**config.mk**
```make
export PLATFORM = sky130hd
export DESIGN_NAME = cgb_pixel_palette_colorizer
export DESIGN_NICKNAME = d
export VERILOG_FILES = /design/src/rtl/cgbpc_pkg.sv /design/src/rtl/cgbpc_ram.sv /design/src/rtl/cgb_pixel_palette_colorizer.sv
export SDC_FILE = /design/constraint.sdc
export NUM_CORES = 1
export LEC_CHECK = 0
export BUFFER_PORTS_ARGS = -buffer_cell sky130_fd_sc_hd__buf_2
export CAP_MARGIN = 20
export CORE_UTILIZATION = 55
export DETAILED_ROUTE_END_ITERATION = 8
export HOLD_SLACK_MARGIN = 0.15
export PLACE_DENSITY_LB_ADDON = 0.12
export SLEW_MARGIN = 30
export SYNTH_ARGS = -nofsm -noshare
export SYNTH_HDL_FRONTEND = slang
export SYNTH_SLANG_ARGS = --single-unit
export TNS_END_PERCENT = 20
```
**constraint.sdc**
```tcl
create_clock -name clk_i -period 7.3 [get_ports clk_i]
set_input_delay 0.365 -clock clk_i [delete_from_list [all_inputs] [get_ports clk_i]]
set_output_delay 0.365 -clock clk_i [all_outputs]
set_load 0.05 [all_outputs]
```
**src/rtl/cgbpc_pkg.sv**
```systemverilog
`timescale 1ns / 1ps

package cgbpc_pkg;

  // Configuration register indexes.
  localparam logic [1:0] CFG_COLOR_MODE  = 2'd0;
  localparam logic [1:0] CFG_CORRECT     = 2'd1;
  localparam logic [1:0] CFG_MONO_SELECT = 2'd2;

  localparam int unsigned CfgIndexWidth = 2;
  localparam int unsigned CfgDataWidth  = 2;

  // Item kinds carried in the mode field.
  localparam logic ITEM_PIXEL = 1'b0;
  localparam logic ITEM_WRITE = 1'b1;

  // Fixed RGB565 mono palettes: green, grey, high contrast, amber.
  function automatic logic [15:0] mono_color(input logic [1:0] sel, input logic [1:0] shade);
    logic [15:0] word;
    unique case ({sel, shade})
      4'h0:    word = 16'h9DE1;
      4'h1:    word = 16'h8D61;
      4'h2:    word = 16'h3306;
      4'h3:    word = 16'h09C1;
      4'h4:    word = 16'hFFFF;
      4'h5:    word = 16'hAD55;
      4'h6:    word = 16'h52AA;
      4'h7:    word = 16'h0000;
      4'h8:    word = 16'hFFFF;
      4'h9:    word = 16'hC618;
      4'hA:    word = 16'h4208;
      4'hB:    word = 16'h0000;
      4'hC:    word = 16'hFF36;
      4'hD:    word = 16'hD50B;
      4'hE:    word = 16'h8AC3;
      4'hF:    word = 16'h28A0;
      default: word = 16'h0000;
    endcase
    return word;
  endfunction

  // Pack 5-bit channels into RGB565, widening green by repeating its top bit.
  function automatic logic [15:0] pack565(input logic [4:0] r5, input logic [4:0] g5,
                                          input logic [4:0] b5);
    return {r5, g5, g5[4], b5};
  endfunction

endpackage

```
**src/rtl/cgbpc_ram.sv**
```systemverilog
`timescale 1ns / 1ps

module cgbpc_ram #(
  parameter int unsigned WIDTH = 15,
  parameter int unsigned DEPTH = 64
) (
  input  logic                     clk_i,
  input  logic                     we_i,
  input  logic [$clog2(DEPTH)-1:0] waddr_i,
  input  logic [WIDTH-1:0]         wdata_i,
  input  logic                     re_i,
  input  logic [$clog2(DEPTH)-1:0] raddr_i,
  output logic [WIDTH-1:0]         rdata_o
);

  logic [WIDTH-1:0] mem_q [DEPTH];
  logic [WIDTH-1:0] rdata_q;

  // One write port and one registered read port.
  always_ff @(posedge clk_i) begin
    if (we_i) begin
      mem_q[waddr_i] <= wdata_i;
    end
    if (re_i) begin
      rdata_q <= mem_q[raddr_i];
    end
  end

  assign rdata_o = rdata_q;

endmodule

```
**src/rtl/cgb_pixel_palette_colorizer.sv**
```systemverilog
`timescale 1ns / 1ps

// Channel | Direction | Handshake                | Payload
// in      | input     | in_valid_i / in_stall_o  | mode_i, pixel_code_i, entry_slot_i,
//         |           |                          | entry_color_i
// out     | output    | out_valid_o / out_stall_i| panel_word_o
// cfg     | input     | cfg_we_i                 | cfg_index_i, cfg_data_i
//
// One beat is taken per clock while in_stall_o is low; a pixel passes in turn
// through the palette read, channel sums, and pack and byte swap stages.
// A palette write is done when it is taken and yields no output beat.
// Reset clears the configuration, the stage valids and one valid bit per palette
// entry; an entry never written reads as black, so no clearing pass is needed.
// A stall on the output holds every full stage; empty stages still fill.

module cgb_pixel_palette_colorizer #(
  parameter int unsigned PALETTE_ENTRIES = 64
) (
  input  logic        clk_i,
  input  logic        rst_ni,
  // Input items
  input  logic        in_valid_i,
  output logic        in_stall_o,
  input  logic        mode_i,
  input  logic [5:0]  pixel_code_i,
  input  logic [5:0]  entry_slot_i,
  input  logic [14:0] entry_color_i,
  // Results
  output logic        out_valid_o,
  input  logic        out_stall_i,
  output logic [15:0] panel_word_o,
  // Configuration
  input  logic                                 cfg_we_i,
  input  logic [cgbpc_pkg::CfgIndexWidth-1:0]  cfg_index_i,
  input  logic [cgbpc_pkg::CfgDataWidth-1:0]   cfg_data_i
);

  localparam int unsigned AddrWidth = $clog2(PALETTE_ENTRIES);
  localparam logic [6:0]  NumEntries = 7'(PALETTE_ENTRIES);

  // Configuration registers.
  logic       color_mode_q;
  logic       correct_q;
  logic [1:0] mono_sel_q;

  always_ff @(posedge clk_i or negedge rst_ni) begin
    if (!rst_ni) begin
      color_mode_q <= 1'b0;
      correct_q    <= 1'b0;
      mono_sel_q   <= 2'd0;
    end else if (cfg_we_i) begin
      unique case (cfg_index_i)
        cgbpc_pkg::CFG_COLOR_MODE:  color_mode_q <= cfg_data_i[0];
        cgbpc_pkg::CFG_CORRECT:     correct_q    <= cfg_data_i[0];
        cgbpc_pkg::CFG_MONO_SELECT: mono_sel_q   <= cfg_data_i[1:0];
        default: ;
      endcase
    end
  end

  // Stage handshake: each stage moves when the one after it has room.
  logic s1_valid_q, s2_valid_q, s3_valid_q;
  logic s1_ready, s2_ready, s3_ready;
  logic in_accept;

  assign s3_ready   = !s3_valid_q || !out_stall_i;
  assign s2_ready   = !s2_valid_q || s3_ready;
  assign s1_ready   = !s1_valid_q || s2_ready;
  assign in_stall_o = !s1_ready;
  assign in_accept  = in_valid_i && s1_ready;

  // Palette write and lookup at the input.
  logic                       slot_ok, code_ok;
  logic                       pal_we, pal_re;
  logic [AddrWidth-1:0]       waddr, raddr;
  logic [14:0]                pal_rdata;
  logic [PALETTE_ENTRIES-1:0] written_q, written_d;

  assign slot_ok = {1'b0, entry_slot_i} < NumEntries;
  assign code_ok = {1'b0, pixel_code_i} < NumEntries;
  assign waddr   = entry_slot_i[AddrWidth-1:0];
  assign raddr   = pixel_code_i[AddrWidth-1:0];
  assign pal_we  = in_accept && (mode_i == cgbpc_pkg::ITEM_WRITE) && slot_ok;
  assign pal_re  = in_accept && (mode_i == cgbpc_pkg::ITEM_PIXEL);

  cgbpc_ram #(
    .WIDTH(15),
    .DEPTH(PALETTE_ENTRIES)
  ) u_palette (
    .clk_i  (clk_i),
    .we_i   (pal_we),
    .waddr_i(waddr),
    .wdata_i(entry_color_i),
    .re_i   (pal_re),
    .raddr_i(raddr),
    .rdata_o(pal_rdata)
  );

  // Per-entry written flags stand in for clearing the palette at reset.
  always_comb begin
    written_d = written_q;
    if (pal_we) begin
      written_d[waddr] = 1'b1;
    end
  end

  always_ff @(posedge clk_i or negedge rst_ni) begin
    if (!rst_ni) begin
      written_q <= '0;
    end else begin
      written_q <= written_d;
    end
  end

  // Stage 1: palette read in flight alongside the pixel code.
  logic       s1_hit_q;
  logic [1:0] s1_shade_q;

  always_ff @(posedge clk_i or negedge rst_ni) begin
    if (!rst_ni) begin
      s1_valid_q <= 1'b0;
    end else if (s1_ready) begin
      s1_valid_q <= pal_re;
    end
  end

  always_ff @(posedge clk_i) begin
    if (pal_re) begin
      s1_hit_q   <= code_ok && written_q[raddr];
      s1_shade_q <= pixel_code_i[1:0];
    end
  end

  // Stage 2: raw or corrected channel values, and the mono word.
  logic [14:0] entry;
  logic [4:0]  r_in, g_in, b_in;
  logic [8:0]  r_sum, b_sum;
  logic [6:0]  g_sum;
  logic [4:0]  r2_d, g2_d, b2_d;
  logic [4:0]  r2_q, g2_q, b2_q;
  logic [15:0] mono2_q;
  logic        color2_q;

  assign entry = s1_hit_q ? pal_rdata : 15'd0;
  assign r_in  = entry[14:10];
  assign g_in  = entry[9:5];
  assign b_in  = entry[4:0];
  assign r_sum = 9'd13 * {4'd0, r_in} + {3'd0, g_in, 1'b0} + {4'd0, b_in};
  assign g_sum = 7'd3 * {2'd0, g_in} + {2'd0, b_in};
  assign b_sum = {3'd0, g_in, 1'b0} + 9'd14 * {4'd0, b_in};

  always_comb begin
    if (correct_q) begin
      r2_d = r_sum[8:4];
      g2_d = g_sum[6:2];
      b2_d = b_sum[8:4];
    end else begin
      r2_d = r_in;
      g2_d = g_in;
      b2_d = b_in;
    end
  end

  always_ff @(posedge clk_i or negedge rst_ni) begin
    if (!rst_ni) begin
      s2_valid_q <= 1'b0;
    end else if (s2_ready) begin
      s2_valid_q <= s1_valid_q;
    end
  end

  always_ff @(posedge clk_i) begin
    if (s2_ready && s1_valid_q) begin
      r2_q     <= r2_d;
      g2_q     <= g2_d;
      b2_q     <= b2_d;
      mono2_q  <= cgbpc_pkg::mono_color(mono_sel_q, s1_shade_q);
      color2_q <= color_mode_q;
    end
  end

  // Stage 3: pack to RGB565, pick the path and swap the bytes.
  logic [15:0] rgb565;
  logic [15:0] word3_q;

  assign rgb565 = color2_q ? cgbpc_pkg::pack565(r2_q, g2_q, b2_q) : mono2_q;

  always_ff @(posedge clk_i or negedge rst_ni) begin
    if (!rst_ni) begin
      s3_valid_q <= 1'b0;
    end else if (s3_ready) begin
      s3_valid_q <= s2_valid_q;
    end
  end

  always_ff @(posedge clk_i) begin
    if (s3_ready && s2_valid_q) begin
      word3_q <= {rgb565[7:0], rgb565[15:8]};
    end
  end

  assign out_valid_o  = s3_valid_q;
  assign panel_word_o = word3_q;

  // A palette write never occupies the pipeline.
  assert property (@(posedge clk_i) disable iff (!rst_ni)
    (in_accept && (mode_i == cgbpc_pkg::ITEM_WRITE)) |=> !s1_valid_q)
    else $error("palette write entered the pixel pipeline");

  // A held stage 1 keeps its palette read data.
  assert property (@(posedge clk_i) disable iff (!rst_ni)
    (s1_valid_q && !s2_ready) |=> $stable(pal_rdata))
    else $error("palette read data changed under a held pixel");

  // A write to a slot beyond the palette leaves the written flags alone.
  assert property (@(posedge clk_i) disable iff (!rst_ni)
    (in_accept && (mode_i == cgbpc_pkg::ITEM_WRITE) && !slot_ok) |=> $stable(written_q))
    else $error("out-of-range palette write marked an entry");

  // Stage 1 only fills when the input takes a beat.
  assert property (@(posedge clk_i) disable iff (!rst_ni)
    $rose(s1_valid_q) |-> $past(in_valid_i && !in_stall_o))
    else $error("stage 1 filled without an input beat");

endmodule
```
==> metrics.md <==
| Metric | Value |
|---|---|
| Max Transition Viols Final | 0 |
| Die X | 284 um |
| Clock Sinks | 1097 |
| CTS root buf | clkbuf_16 |
| Post-synth top flop | edfxtp_1 |
| Routed WL | 97300 um |
| Final HPWL DP | 56300 um |
| Final Util | 62.8% |
| Via density per instance | 6.24 |
| Synthesized flop and latch total | 1097 |
| DRT iter0 DRCs | 2207 |
| Share of the synthesized area in the top cell type | 70.7% |
| Post-layout min period | 4.07 ns |
| Gr usage total | 24.6% |
| Reg-to-reg slack, setup | 3.23 ns |
| CP endpoint kind | register |
| Asr flop ratio synth | 6.47% |
| Top Ports | 55 |
| CP max FO | 23 |
| GP Congestion | 0.828 |
| Final period util | 55.8% |
| Max Clk Rate | 245 MHz |
| Area added between synthesis and finish | 12.3% |
| Peak VDD IR | 220 uV |
| Nets | 2373 |
| Commonest non-fill, non-tap cells in the layout | edfxtp_1, mux4_2, nor2_1 |
| Clock Skew | 0.0231 ns |
| Drt wl/cell | 28.5 um |
| Core Region | 0.0780 mm2 |
| Mapped Nets | 2228 |
| P per Cell Area | 273 mW/mm2 |
| Initial antenna violation count | 4 |
| Status | finished clean |
| Commonest non-fill, non-tap cell in the layout | edfxtp_1 |
| Vias | 21295 |
| Worst r2r src | s1_hit_q |
| Top cells by area, synth | edfxtp_1, mux4_2, dfrtp_1 |
| Seq/Total Area, Yosys | 74.7% |
| DRC viols | 0 |
| Vias in the first global route | 21851 |
| CP peak stage delay | 0.63 ns |
| Global-route congestion overflow total | 0 |
| Fraction of layout cells with a size suffix above 1 | 28.0% |
| CTS Buffer Depth | 3 |
| Largest net degree at the start of global routing | 110 |
| Die height | 284 um |
| Clk Latency, worst-skew pair | 0.67 ns |
| Top cell type by total area after synthesis | edfxtp_1 |
| Initial core utilization | 55.9% |
| Syn Area/Cell | 20.4 um2 |
| CTS clk-pin slew, worst paths | 0.06 ns |
| Worst Path Required | 7.67 ns |
| Setup TNS | 0 ns |
| CP Buf/Inv Count | 3 |
| Layout fillers | 5336 |
| Final Hold Viols | 0 |
| Synthesized area | 0.0436 mm2 |
| Hold Worst Slack | 0.219 ns |
| Slowest CP cell | edfxtp_1 |
| Number of diodes | 0 |
| Unrepaired setup endpoints after global routing | no |
| H-tree depth | 3 |
| Count of flip-flops with a built-in enable after synthesis | 1026 |
| First-pass GRT wire length | 144000 um |
| Synth warn | 0 |
| Max_cap viols | 0 |
| Depth of the worst register-to-register path | 13 |
| Crit path DAT | 4.45 ns |
| CTS buffer count | 107 |
| Final setup fails | 0 |
| Relative slew slack | 35.3% |
| Port Buf Inserts | 54 |
| Family with the most delay on the worst path | adder cells |
| Worst-path cell chain | nand2_1, inv_1, fa_1, inv_1, fa_1, fa_1, inv_1, ha_1, o21a_1, a21oi_1, a21oi_1, xnor2_1, a21oi_1 |
| Leak Pwr | 0.0163 uW |
| Drt pass-1 iters | 7 |
| Synth cell types | 49 |
| Synthesized instance count | 2141 |
| Worst Tran Pin Value | 0.969 ns |
| R2r endpoint | r2_q[4] |
| WS Path Type | reg -> reg |
| Post-route antenna net violation count | 0 |
| Worst min-delay path category | in -> async |
| CTS tree | built |
| Row count | 102 |
| Die area | 0.0804 mm2 |
| Setup crit start kind | register |
## cell type report
type | count | area (um2) | share of cell area, %
clock inverters | 56 | 549 | 1.12
inverters | 39 | 146 | 0.299
flip-flops and latches | 1097 | 32600 | 66.6
well taps | 1040 | 1300 | 2.66
repair buffers | 146 | 1080 | 2.21
multi-input cells | 895 | 10400 | 21.3
clock buffers | 141 | 2880 | 5.88
## report_power, final
| part | switching [uW] | internal, uW | total, uW |
|---|---|---|---|
| Sequential | 70.6 | 7010 | 7080 |
| Combinational | 533 | 365 | 898 |
| Clock | 2260 | 3120 | 5380 |
| Total | 2860 | 10500 | 13400 |
## metal layers
| metal | vias to the layer above | GRT usage (%) | part of all wire (%) |
|---|---|---|---|
| li1 | 9041 | - | - |
| met1 | 11263 | 36.3 | 42 |
| met2 | 849 | 37.6 | 47 |
| met3 | 138 | 4.97 | 7.9 |
| met4 | 4 | 7.46 | 2.4 |
| met5 | - | 0 | 0.024 |
## cell families after synthesis
kind of cell / Yosys count / share of synthesized area [%]
AO/OA/AOI/OAI: 200 / 3.25
flip-flops: 1097 / 74.7
XOR/XNOR: 19 / 0.382
buffers and inverters: 149 / 1.60
multiplexers: 299 / 14.6
AND/OR/NAND/NOR: 327 / 3.73
adder cells (fa/ha/maj): 50 / 1.66
## repair_timing
action | in CTS | in global routing
endpoints found under the hold margin | 38 | 0
buffers inserted | 0 | 0
resized for setup | 0 | 0
hold buffers | 12 | 0
## stage by stage
stage	std cells	instance area [um2]	total power (uW)	setup slack, ns
6_report	3414	48900	13400	3.23
4_1_cts	3413	48900	13400	3.22
2_1_floorplan	2141	43600	7760	3.43
5_1_grt	3414	48900	13700	2.91
3_3_place_gp	3204	45300	8070	3.26
3_5_place_dp	3204	45400	8100	3.24
## worst max-delay path by stage
stage                          to      from  cells past startpoint
after global routing      r2_q[3]  s1_hit_q                     13
after global placement    r2_q[4]  s1_hit_q                     13
after floorplan           r2_q[2]  s1_hit_q                     14
after CTS                 r2_q[4]  s1_hit_q                     13
after detailed placement  r2_q[4]  s1_hit_q                     13
final                     r2_q[4]  s1_hit_q                     13
## cells in the mapped netlist (all sizes together) (7+ instances only)
| cell | n |
|---|---|
| and2 | 17 |
| o22ai | 12 |
| dfrtp | 71 |
| o221ai | 13 |
| clkbuf | 62 |
| a22o | 24 |
| or2 | 65 |
| nor2 | 132 |
| nand2b | 7 |
| inv | 39 |
| fa | 13 |
| o311ai | 12 |
| nor2b | 36 |
| xor2 | 9 |
| nand2 | 29 |
| o21ai | 43 |
| nor3 | 19 |
| edfxtp | 1026 |
| xnor2 | 10 |
| ha | 37 |
| a21o | 8 |
| a211oi | 27 |
| nand3 | 7 |
| a21oi | 30 |
| mux2 | 25 |
| mux4 | 268 |
| o32a | 12 |
| buf | 48 |
## registers in the layout, summed over array words and instances, names as in the netlist, 2 cells and up
signal,flops
b2_q,5
g2_q,5
mono2_q,16
mono_sel_q,2
panel_word_o,16
r2_q,5
s1_shade_q,2
u_palette.mem_q,960
u_palette.rdata_o,15
written_q,64
No activity file was read; power rests on OpenSTA's default activity.
